[src/rtl/hps_pkg.sv]
// ----------------------------------------------------------------------------
// hps_pkg: shared types and constants for the homography pixel scatter
// fixed-point widths, the register index map and the cell word type
// ----------------------------------------------------------------------------
`default_nettype none

package hps_pkg;

  localparam int unsigned CoefW   = 32;
  localparam int unsigned PosW    = 9;
  localparam int unsigned ChanW   = 8;
  localparam int unsigned NumRegs = 8;
  localparam int unsigned RegIdxW = 3;
  // affine numerators reach about 2^42, perspective numerators 2^54
  localparam int unsigned NumW    = 44;
  localparam int unsigned DenW    = 44;
  localparam int unsigned DivW    = 58;   // numerator shifted up by 12 bits
  localparam int unsigned QuotW   = 58;
  localparam int unsigned DivSteps = 58;
  localparam int unsigned PerCell = 2;    // quotient bits resolved per cell
  localparam int unsigned NumCells = DivSteps / PerCell;

  localparam logic [CoefW-1:0] PerspOne = 32'h1000_0000;
  // 1.0 in Q16.16, also the affine divisor
  localparam logic [CoefW-1:0] CoefOne  = 32'h0001_0000;

  typedef enum logic [RegIdxW-1:0] {
    REG_ROW_GAIN_ROW = 3'd0,
    REG_ROW_GAIN_COL = 3'd1,
    REG_ROW_OFFSET   = 3'd2,
    REG_COL_GAIN_ROW = 3'd3,
    REG_COL_GAIN_COL = 3'd4,
    REG_COL_OFFSET   = 3'd5,
    REG_PERSP_ROW    = 3'd6,
    REG_PERSP_COL    = 3'd7
  } reg_idx_e;

  // one divider lane: magnitudes, partial remainder, quotient bits
  typedef struct packed {
    logic [DivW-1:0]  rem;
    logic [DivW-1:0]  num;
    logic [QuotW-1:0] quo;
    logic             neg;
  } lane_t;

  // word traveling down the chain of cells
  typedef struct packed {
    logic               vld;
    lane_t              row;
    lane_t              col;
    logic [DenW-1:0]    den;
    logic               ok;
    logic [ChanW-1:0]   red;
    logic [ChanW-1:0]   green;
    logic [ChanW-1:0]   blue;
  } cell_word_t;

endpackage

`default_nettype wire

[src/rtl/hps_cell.sv]
// ----------------------------------------------------------------------------
// hps_cell: one divider cell of the chain
// resolves two restoring-division quotient bits for both lanes, then registers
// ----------------------------------------------------------------------------
`default_nettype none

module hps_cell (
  input  wire logic                clk_i,
  input  wire logic                rst_ni,
  input  wire logic                adv_i,
  input  wire hps_pkg::cell_word_t word_i,
  output hps_pkg::cell_word_t      word_o
);

  hps_pkg::cell_word_t word_d, word_q;
  logic                vld_q;

  function automatic hps_pkg::lane_t div_step(hps_pkg::lane_t l,
                                              logic [hps_pkg::DenW-1:0] den);
    logic [hps_pkg::DivW:0] trial;
    hps_pkg::lane_t         r;
    r     = l;
    trial = {r.rem, r.num[hps_pkg::DivW-1]};
    r.num = {r.num[hps_pkg::DivW-2:0], 1'b0};
    if (trial >= {(hps_pkg::DivW-hps_pkg::DenW+1)'(0), den}) begin
      trial = trial - {(hps_pkg::DivW-hps_pkg::DenW+1)'(0), den};
      r.quo = {r.quo[hps_pkg::QuotW-2:0], 1'b1};
    end else begin
      r.quo = {r.quo[hps_pkg::QuotW-2:0], 1'b0};
    end
    r.rem = trial[hps_pkg::DivW-1:0];
    return r;
  endfunction

  always_comb begin
    word_d = word_i;
    for (int k = 0; k < hps_pkg::PerCell; k++) begin
      word_d.row = div_step(word_d.row, word_i.den);
      word_d.col = div_step(word_d.col, word_i.den);
    end
  end

  always_ff @(posedge clk_i or negedge rst_ni) begin
    if (!rst_ni) begin
      vld_q <= 1'b0;
    end else if (adv_i) begin
      vld_q <= word_d.vld;
    end
  end

  always_ff @(posedge clk_i) begin
    if (adv_i) begin
      word_q <= word_d;
    end
  end

  always_comb begin
    word_o     = word_q;
    word_o.vld = vld_q;
  end

endmodule

`default_nettype wire

[config.mk]
export PLATFORM = sky130hd
export DESIGN_NAME = hps_cell
export DESIGN_NICKNAME = d
export VERILOG_FILES = /design/src/rtl/hps_pkg.sv /design/src/rtl/hps_cell.sv
export SDC_FILE = /design/constraint.sdc
export NUM_CORES = 1
export LEC_CHECK = 0
export ABC_CLOCK_PERIOD_IN_PS = 2600
export BUFFER_PORTS_ARGS = -buffer_cell sky130_fd_sc_hd__buf_2
export CORE_AREA = 2 2 325 327
export DETAILED_ROUTE_END_ITERATION = 7
export DIE_AREA = 0 0 327 329
export PLACE_DENSITY = 0.57
export SYNTH_ARGS = -nofsm -noshare
export SYNTH_HDL_FRONTEND = slang
export SYNTH_SLANG_ARGS = --single-unit
[constraint.sdc]
create_clock -name clk_i -period 2.6 [get_ports clk_i]
set_clock_uncertainty 0.1 [all_clocks]
set_input_delay 0.26 -clock clk_i [delete_from_list [all_inputs] [get_ports clk_i]]
set_output_delay 0.26 -clock clk_i [all_outputs]
set_load 0.02 [all_outputs]
==> metrics.log <==
INFO  metric place.port_buffers = 834
INFO  metric grtUsageTotal = 0.251
INFO  metric yosys-top-cells-area = sky130_fd_sc_hd__edfxtp_1 (48%), sky130_fd_sc_hd__ha_1 (8.6%), sky130_fd_sc_hd__xnor2_1 (4.4%), sky130_fd_sc_hd__a21oi_1 (4.4%), sky130_fd_sc_hd__nand2_1 (3.5%)
INFO  metric die_h = about 330 um
INFO  metric ff2ff_setup_slack = 1.69 ns
INFO  metric fmax = 0.177 GHz
INFO  metric grt_start_max_net_pins = ~70
INFO  metric routed_wl = 143,000 um
INFO  metric worstHoldPathType = primary input to register
INFO  metric dpl_cell_area = 38,800 um^2
INFO  metric worstSkewPairLatency = 0.64 ns
INFO  metric worst-slew-pin-transition = 0.577 ns
INFO  metric seq_area_frac_synth = 0.486
INFO  metric hold_path_depth = 4
INFO  metric drive_gt1_frac = 0.504
INFO  metric clock_sinks = between 400 and 500
INFO  metric min_period = between 5 and 6 ns
INFO  metric root_cell_of_the_clock_tree = sky130_fd_sc_hd__clkbuf_16
INFO  metric num_vias = 28,900
INFO  metric report.final.setup_viol = approximately 120
INFO  metric crit_fanout = 8
INFO  metric cp-start-kind = primary input
INFO  metric maxCapViolCount = 0
INFO  metric yosys_warnings = 0
INFO  metric syn_inst = 2,475
INFO  metric power_per_cell_area = 640 nW/um^2
INFO  metric design.core.area = 104,000 um^2
INFO  metric synth_top_cell_by_area = sky130_fd_sc_hd__edfxtp_1
INFO  metric starting_density_of_the_core = 0.246
INFO  metric flow.area_growth_from_synthesis = 83.1%
INFO  metric worstReg2RegStart = vld_q$_DFFE_PN0P_
INFO  metric r2r-end = vld_q$_DFFE_PN0P_
INFO  metric die-area = 108,000 um^2
INFO  metric result_of_the_run = complete, but fails checks
INFO  metric routed_wire_length_per_instance = 23.5 um
INFO  metric die_w = roughly 330 um
INFO  metric period_share = 2.17
INFO  metric power.leakage = 21.0 nW
INFO  metric synthFlopType = sky130_fd_sc_hd__edfxtp_1
INFO  metric synth_cell_types = 85
INFO  metric async_flop_share = 0.00240
INFO  metric final_net_count = 5,251
INFO  metric synth.most_common_cell = sky130_fd_sc_hd__edfxtp_1
INFO  metric final_hold_viol_count = 0
INFO  metric fin_tns_setup = -331.62 ns
INFO  metric depth_of_the_cts_h_tree = 2
INFO  metric total_half_perimeter_wirelength_after_legalization_and_detailed_placement = 113,000 um
INFO  metric synth_top_cells_by_count = sky130_fd_sc_hd__edfxtp_1 (415), sky130_fd_sc_hd__nand2_1 (240), sky130_fd_sc_hd__a21oi_1 (224)
INFO  metric post-route-cell-area = 47,100 um^2
INFO  metric placementRows = 119
INFO  metric floorplan.io_pins = 843
INFO  metric clk_path_buf_depth = 3
INFO  metric cp_data_required_time = 2.91 ns
INFO  metric failing_checks = negative setup slack
INFO  metric syn-cell-area = 25,700 um^2
INFO  metric first_global_vias = 29,000
INFO  metric count_of_state_elements_after_synthesis = between 400 and 500
INFO  metric timing.final.max_slew_violations = 0
INFO  metric grt_pass1_wl = 196,000 um
INFO  metric tritoncts_clock_tree = done
INFO  metric ff2ff_path_depth = 1
INFO  metric hold-path-endpoint = word_o[228]$_DFFE_PP_
INFO  metric power.ir.vdd_worst = 0.530 mV
INFO  metric dr.first_iter.drc_count = 1,914
INFO  metric remaining_antenna_violation_count_after_routing = 0
INFO  metric finalWeightedCongestion = 0.957
INFO  metric globalRoute.totalOverflow = 0
INFO  metric clk_pin_slew = 0.06 ns
INFO  metric setup_repair_after_global_routing_missed_its_margin = yes
INFO  metric synthDominantCellAreaShare = 0.485
INFO  metric worst_slack = -3.05 ns
INFO  metric detail_route.first_pass.iterations = 5
INFO  metric hold_start = word_i[226]
INFO  metric drt-vias-per-instance = 4.74
INFO  metric relSlewSlack = 0.611
INFO  metric antenna_found_initial = 44
INFO  metric drc_errors_left = 0
INFO  metric crit_path_end_kind = register
INFO  metric post_synth.cell_area_avg = 10.4 um^2
INFO  metric arrival = roughly 6.0 ns
INFO  metric numCtsBuffers = 53
INFO  metric cp_class = primary input to register
INFO  metric synth_enable_flop_cells = 415
-- area by class of cell --
type / instances / area [um^2]
inverter: 100 / 437
clock inverter: 30 / 370
timing repair buffer: 2209 / 16200
fill: 9952 / 57300
sequential: 416 / 12500
multi-input combinational: 1868 / 14400
antenna: 22 / 55.1
tap: 1391 / 1740
clock buffer: 69 / 1400
-- flip-flops by register name (all words and copies together), names as in the netlist --
register,flops
word_o,415
vld_q,1
-- cells in the final DEF (no fill, tap or decap), types with 13 or more instances in the layout --
master,count
sky130_fd_sc_hd__a21o_1,100
sky130_fd_sc_hd__a21oi_1,184
sky130_fd_sc_hd__a21oi_2,37
sky130_fd_sc_hd__and3_1,19
sky130_fd_sc_hd__buf_12,28
sky130_fd_sc_hd__buf_2,826
sky130_fd_sc_hd__buf_4,982
sky130_fd_sc_hd__buf_6,37
sky130_fd_sc_hd__buf_8,17
sky130_fd_sc_hd__clkbuf_1,15
sky130_fd_sc_hd__clkbuf_16,61
sky130_fd_sc_hd__diode_2,22
sky130_fd_sc_hd__dlygate4sd3_1,301
sky130_fd_sc_hd__edfxtp_1,415
sky130_fd_sc_hd__ha_1,135
sky130_fd_sc_hd__ha_4,35
sky130_fd_sc_hd__inv_1,74
sky130_fd_sc_hd__inv_2,13
sky130_fd_sc_hd__mux2_4,14
sky130_fd_sc_hd__nand2_1,214
sky130_fd_sc_hd__nand2_2,23
sky130_fd_sc_hd__nand2b_1,14
sky130_fd_sc_hd__nand3_1,42
sky130_fd_sc_hd__nand4_1,57
sky130_fd_sc_hd__nor2_1,151
sky130_fd_sc_hd__nor2_2,17
sky130_fd_sc_hd__nor2_4,15
sky130_fd_sc_hd__nor2b_1,15
sky130_fd_sc_hd__nor3_1,32
sky130_fd_sc_hd__nor4_1,16
sky130_fd_sc_hd__o21a_1,29
sky130_fd_sc_hd__o21ai_0,79
sky130_fd_sc_hd__o21ai_1,42
sky130_fd_sc_hd__o21ai_2,47
sky130_fd_sc_hd__o21bai_1,39
sky130_fd_sc_hd__or3_1,15
sky130_fd_sc_hd__xnor2_1,130
sky130_fd_sc_hd__xor2_1,71
-- layer usage --
| layer | GRT usage | share of wire |
|---|---|---|
| met1 | 0.289 | 0.38 |
| met2 | 0.454 | 0.50 |
| met3 | 0.0548 | 0.072 |
| met4 | 0.0925 | 0.046 |
| met5 | 0 | 0.00096 |
-- worst max-delay path: stages --
cell	delay [ns]
sky130_fd_sc_hd__buf_6	0.09
sky130_fd_sc_hd__or4_4	0.53
sky130_fd_sc_hd__or4_4	0.45
sky130_fd_sc_hd__or3_4	0.34
sky130_fd_sc_hd__o41a_1	0.44
sky130_fd_sc_hd__clkinv_2	0.09
sky130_fd_sc_hd__a211oi_4	0.05
sky130_fd_sc_hd__buf_12	0.17
sky130_fd_sc_hd__buf_6	0.12
sky130_fd_sc_hd__a21oi_4	0.15
sky130_fd_sc_hd__inv_2	0.07
sky130_fd_sc_hd__ha_4	0.21
sky130_fd_sc_hd__nor2b_4	0.12
sky130_fd_sc_hd__o31a_1	0.27
sky130_fd_sc_hd__or4_4	0.46
sky130_fd_sc_hd__a31oi_4	0.20
sky130_fd_sc_hd__o21ai_4	0.10
sky130_fd_sc_hd__a221oi_2	0.27
sky130_fd_sc_hd__o31a_1	0.24
sky130_fd_sc_hd__o21ai_2	0.11
sky130_fd_sc_hd__a21boi_2	0.19
sky130_fd_sc_hd__nand3_2	0.13
sky130_fd_sc_hd__nor3_4	0.25
sky130_fd_sc_hd__buf_4	0.18
sky130_fd_sc_hd__buf_8	0.13
sky130_fd_sc_hd__buf_12	0.12
sky130_fd_sc_hd__a211oi_2	0.03
sky130_fd_sc_hd__a21o_1	0.16
-- kinds of logic (layout without fill, tap and decap cells) --
kind of cell	Yosys count	after routing	share of synthesized area
and+or+nand+nor	735	735	0.136
other	1	26	0.000146
adders and majority gates	180	180	0.0888
buffers and inverters	194	2408	0.0324
muxes	26	26	0.0115
DFF	416	416	0.486
AOI/OAI and AO/OA	720	720	0.176
xor gates and xnor gates	203	203	0.0692
-- metrics by stage --
stage	power, mW	std cells	setup slack [ns]	util	hold slack (ns)
floorplan	14.8	2478	-3.42	-	-0.136
global placement	20.9	5552	-4.13	0.372	-0.0655
global route	31.5	6096	-3.12	0.451	0.0127
finish	30.2	6105	-3.05	0.451	0.0513
detailed placement	20.9	5552	-4.21	0.372	-0.0577
CTS	29.8	6040	-2.96	0.439	-0.0000392
-- timing repair --
action	4_1_cts	5_1_grt
gates cloned	9	8
pin swaps	129	96
hold buffers	301	0
resized for setup	319	168
setup endpoints to repair	119	119
endpoints found under the hold margin	334	0
setup buffers	86	38
-- worst max path at each step --
stage | cells past startpoint | endpoint | startpoint | slack (ns)
finish | 28 | word_o[192]$_DFFE_PP_ | word_i[237] | -3.05
global route | 27 | word_o[222]$_DFFE_PP_ | word_i[237] | -3.12
CTS | 28 | word_o[222]$_DFFE_PP_ | word_i[237] | -2.96
detailed placement | 29 | word_o[223]$_DFFE_PP_ | word_i[55] | -4.21
global placement | 26 | word_o[240]$_DFFE_PP_ | word_i[53] | -4.13
floorplan | 25 | word_o[211]$_DFFE_PP_ | word_i[234] | -3.42
-- where the power goes --
part	total [mW]	switching (mW)	leakage (nW)	internal, mW
clock	7.65	3.31	0.844	4.34
sequential	9.15	0.525	4.07	8.62
combinational	13.4	6.99	16.0	6.37
total	30.2	10.8	21.0	19.3
Note: power is estimated with default switching activity, not from simulation.
